### src/hdl/wxo_pkg.sv
// shared types and constants for the wavetable x-y oscillator
package wxo_pkg;

    // request kinds carried on tuser
    localparam logic REQ_TICK  = 1'b0;
    localparam logic REQ_WRITE = 1'b1;

    // configuration register indexes
    localparam logic [1:0] REG_PHASE_INC = 2'd0;
    localparam logic [1:0] REG_X_POS     = 2'd1;
    localparam logic [1:0] REG_Y_POS     = 2'd2;

    // sample width in signed 1.16 after scaling a table word by two
    localparam int SAMPLE_W = 17;
    localparam int WORD_W   = 16;
    localparam int FRAC_W   = 16;

    // half an lsb of the 16-bit fraction, for round to nearest
    localparam int HALF_LSB = 1 << 15;

    typedef logic signed [SAMPLE_W-1:0] t_sample;

    typedef enum logic [1:0] {
        ST_IDLE,
        ST_RUN,
        ST_DONE
    } t_state;

    // destination of a blend result
    typedef enum logic [2:0] {
        TAG_W0,
        TAG_W1,
        TAG_W2,
        TAG_W3,
        TAG_X0,
        TAG_X1,
        TAG_Y
    } t_tag;

    typedef struct packed {
        logic              valid;
        t_tag              tag;
        logic [FRAC_W-1:0] mu;
        t_sample           a;
        t_sample           b;
    } t_blend_req;

    typedef struct packed {
        logic    valid;
        t_tag    tag;
        t_sample value;
    } t_blend_rsp;

endpackage

### src/hdl/wxo_blend.sv
// shared two-stage blend unit: a + round(mu * (b - a) / 2^16)
module wxo_blend (
    input  logic                i_clk,
    input  logic                i_rst_n,
    input  wxo_pkg::t_blend_req i_req,
    output wxo_pkg::t_blend_rsp o_rsp
);

    logic signed [wxo_pkg::SAMPLE_W:0]   w_diff;
    logic signed [wxo_pkg::SAMPLE_W-1:0] w_mu_s;
    logic signed [34:0]                  w_prod;
    logic signed [34:0]                  w_bias;
    logic signed [34:0]                  w_round;
    logic signed [34:0]                  w_step;

    logic signed [34:0]  r_prod;
    wxo_pkg::t_sample    r_a;
    wxo_pkg::t_tag       r_tag;
    logic                r_valid;
    logic                r_rsp_valid;
    wxo_pkg::t_tag       r_rsp_tag;
    wxo_pkg::t_sample    r_rsp_value;

    // stage 1: difference and product
    always_comb begin
        w_diff = $signed({i_req.b[wxo_pkg::SAMPLE_W-1], i_req.b})
               - $signed({i_req.a[wxo_pkg::SAMPLE_W-1], i_req.a});
        w_mu_s = $signed({1'b0, i_req.mu});
        w_prod = 35'(w_mu_s) * 35'(w_diff);
    end

    // stage 2: round half away from zero, then add the base
    always_comb begin
        w_bias  = r_prod[34] ? 35'(wxo_pkg::HALF_LSB - 1) : 35'(wxo_pkg::HALF_LSB);
        w_round = r_prod + w_bias;
        w_step  = w_round >>> wxo_pkg::FRAC_W;
    end

    always_ff @(posedge i_clk) begin
        if (!i_rst_n) begin
            r_valid     <= 1'b0;
            r_rsp_valid <= 1'b0;
        end else begin
            r_valid     <= i_req.valid;
            r_rsp_valid <= r_valid;
        end
    end

    always_ff @(posedge i_clk) begin
        r_prod      <= w_prod;
        r_a         <= i_req.a;
        r_tag       <= i_req.tag;
        r_rsp_tag   <= r_tag;
        r_rsp_value <= wxo_pkg::t_sample'(r_a + w_step[wxo_pkg::SAMPLE_W-1:0]);
    end

    assign o_rsp = '{valid: r_rsp_valid, tag: r_rsp_tag, value: r_rsp_value};

endmodule

### config.mk
export PLATFORM = sky130hd
export DESIGN_NAME = wxo_blend
export DESIGN_NICKNAME = d
export VERILOG_FILES = /design/src/hdl/wxo_pkg.sv /design/src/hdl/wxo_blend.sv
export SDC_FILE = /design/constraint.sdc
export NUM_CORES = 1
export LEC_CHECK = 0
export BUFFER_PORTS_ARGS = -buffer_cell sky130_fd_sc_hd__buf_2
export CAP_MARGIN = 10
export CORE_ASPECT_RATIO = 0.7
export CORE_UTILIZATION = 50
export DETAILED_ROUTE_END_ITERATION = 10
export PLACE_DENSITY = 0.67
export SLEW_MARGIN = 40
export SYNTH_ARGS = -nofsm -noshare
export SYNTH_HDL_FRONTEND = slang
export SYNTH_SLANG_ARGS = --single-unit
### constraint.sdc
create_clock -name i_clk -period 10.8 [get_ports i_clk]
set_input_delay 2.16 -clock i_clk [delete_from_list [all_inputs] [get_ports i_clk]]
set_output_delay 2.16 -clock i_clk [all_outputs]
set_load 0.05 [all_outputs]
==> flow_summary_export.csv <==
group,metric,value,unit
setup_path,required,11.06,ns
detailed_routing,routedWlPerCell,16.33,µm
clock_tree,ctsHoldBuffers,0,
detailed_routing,drtPass1Iterations,5,
clock_tree,root_buffer,"clkbuf_16",
synthesis,synthArstFlopShare,0,%
layout,fillers,2552,
synthesis,synth_edf_count,0,
layout,multi_input_area,0.01141,mm²
layout,diodes,0,
sta,slew_viol_final,0,
placed_design,routabilityCongestion,0.8571,
placed_design,dpl.hpwl,27.73,mm
detailed_routing,vias,10160,
die,rows,51,
clock_tree,clkTransAtPathRegs,0.06,ns
synthesis,ys_seq_elements,76,
hold_path,hold_class,"reg -> reg",
setup_path,max_stage_delay,0.64,ns
sta,fin_setup_tns,0,ns
detailed_routing,drtAntennaViolNets,0,
detailed_routing,wl_met2,13.33,mm
sta,fmax,100.8,MHz
synthesis,netlist_area,0.01451,mm²
layout,finalNetCount,2127,
synthesis,yosysUniqueCellTypes,60,
sta,rsz0062_at_grt,"false",
synthesis,seq_area_frac_synth,10.49,%
die,ios,77,
sta,clock-skew-final,0.003869,ns
global_route,antenna_found_initial,0,
outcome,status,"completed",
sta,finalSetupViolCount,0,
setup_path,crit_family,"adder cells",
detailed_routing,vias_per_cell,5.032,
clock_tree,ctsLongestPathBuffers,2,
die,die-area,0.02972,mm²
setup_path,cp_max_fo,17,
setup_path,cp.arrival,10.19,ns
layout,synthToLayoutAreaGrowth,7.683,%
clock_tree,cts_resized,0,
sta,hold_slack,0.3272,ns
die,die_x,205.6,µm
clock_tree,cts.sinks,76,
die,core_area,0.02814,mm²
synthesis,synth_ff_type,"dfxtp_1",
global_route,grt_usage,23.86,%
clock_tree,cts_buffers,9,
layout,post-route-util,55.52,%
synthesis,synth.avg_cell_area,9.126,µm²
synthesis,syn_nets,2074,
layout,drive_above_1_share,7.221,%
detailed_routing,top_layer_used,"met4",
synthesis,syn-instance-count,1590,
setup_path,r2r_slack,5.77,ns
synthesis,yosys_warnings,0,
clock_tree,cts_setup_buffers,0,
placed_design,portBuffers,76,
setup_path,critPathKind,"in -> reg",
detailed_routing,drt-total-wl,32.97,mm
setup_path,cp_slowest_cell,"fa_1",
global_route,grt_pass1_vias,10480,
detailed_routing,drtIter0Drc,594,
die,die_h,144.5,µm
clock_tree,htreeDepth,3,
detailed_routing,routed-wl-met3,2.711,mm
detailed_routing,wl_met1,16.67,mm
clock_tree,clkLatencyLatePin,0.34,ns
sta,hold_viol_final,0,
sta,slew_headroom,44.42,%
layout,seq_area,0.001521,mm²
sta,fin_crit_sh,91.86,%
sta,worst_pin_slew,0.8327,ns
setup_path,cp-start-kind,"input pin",
setup_path,path_buf_inv,5,
global_route,overflow,0,
detailed_routing,drc,0,
job,drv_cap,0,
setup_path,endpoint_kind,"register",
clock_tree,cts_tree,"yes",
global_route,grt_max_degree,20,
global_route,grt_pass1_wl,54.48,mm
sta,period_minus_slack,9.921,ns
die,start_util,51.56,%
## cell families after synthesis
kind of cell             after synthesis  synth area share [%]
XOR/XNOR                              93                 5.614
AO/OA/AOI/OAI                        150                 6.838
AND/OR/NAND/NOR                      422                 14.27
adder cells (fa/ha/maj)              428                 51.81
flip-flops                            76                 10.49
buffers and inverters                421                 10.99
## layer usage
| metal | track usage (%) | vias up |
|---|---|---|
| met2 | 34.98 | 287 |
| met4 | 4.055 | 0 |
| li1 | - | 4873 |
| met5 | 0 | - |
| met3 | 5.137 | 17 |
| met1 | 36.30 | 4982 |
## cell type report
class                   instances  area share (%)
multi-input cells            1093           73.05
flip-flops and latches         76           9.737
inverters                     372           8.937
repair buffers                 91           3.155
well taps                     371           2.971
clock buffers                  12           1.706
clock inverters                 4          0.4484
## Yosys cell counts, drive strengths merged (2+ instances only)
cell / instances / area [µm²]
inv: 372 / 1396
fa: 288 / 5766
nand2: 188 / 705.7
ha: 140 / 1752
and2: 105 / 656.9
dfxtp: 76 / 1521
xnor2: 74 / 648.1
a21oi: 47 / 250.3
clkbuf: 40 / 150.1
nor2: 36 / 135.1
nor2b: 35 / 219.0
o21ai: 32 / 163.9
xor2: 19 / 166.4
nand2b: 15 / 93.84
nand3: 14 / 75.07
a21o: 13 / 97.59
buf: 9 / 47.54
nand4: 8 / 50.05
o21a: 8 / 60.06
a211oi: 7 / 57.55
and3: 7 / 43.79
nor3: 7 / 35.03
o21bai: 7 / 52.55
a31oi: 6 / 43.79
a22oi: 4 / 30.03
o221ai: 4 / 41.29
a2111oi: 2 / 23.77
a211o: 2 / 17.52
a21boi: 2 / 15.02
a31o: 2 / 17.52
nand3b: 2 / 15.01
o211a: 2 / 20.02
o31a: 2 / 17.52
## placed cells by master (no fill, tap or decap), types with 13 or more instances in the layout
cell,Yosys,final
a21o_1,13,13
a21oi_1,45,45
and2_1,105,105
buf_2,5,76
buf_4,2,15
dfxtp_1,76,76
fa_1,288,288
ha_1,140,140
inv_1,372,372
nand2_1,188,188
nand2b_1,15,15
nand3_1,13,13
nor2_1,36,36
nor2b_1,35,35
o21ai_0,26,26
xnor2_1,74,73
xor2_1,19,19
## path summary, 6_finish.rpt
path	from	to	cells after the start
setup / recovery	i_req[18]	r_prod[34]$_DFF_P_	32
hold / removal	r_tag[1]$_DFF_P_	r_rsp_tag[1]$_DFF_P_	0
setup reg to reg	r_prod[34]$_DFF_P_	r_rsp_value[16]$_DFF_P_	16
hold reg to reg	r_tag[1]$_DFF_P_	r_rsp_tag[1]$_DFF_P_	0
## sequential cells by signal, summed over array words and instances (netlist names)
name,count
r_rsp_value,17
r_rsp_tag,3
r_rsp_valid,1
r_valid,1
r_prod,34
r_a,17
r_tag,3
## per-stage QoR
stage / cells / instance area (µm²) / worst slack, ns
2_1_floorplan: 1590 / 14510 / 1.422
3_3_place_gp: 2003 / 15280 / 0.7566
6_report: 2019 / 15630 / 0.8786
4_1_cts: 2019 / 15630 / 0.8641
3_5_place_dp: 2003 / 15290 / 0.5412
5_1_grt: 2019 / 15630 / 0.2662
Power is not shown: default switching activity piles up to over one toggle a cycle in this logic, so the estimate is an artifact.
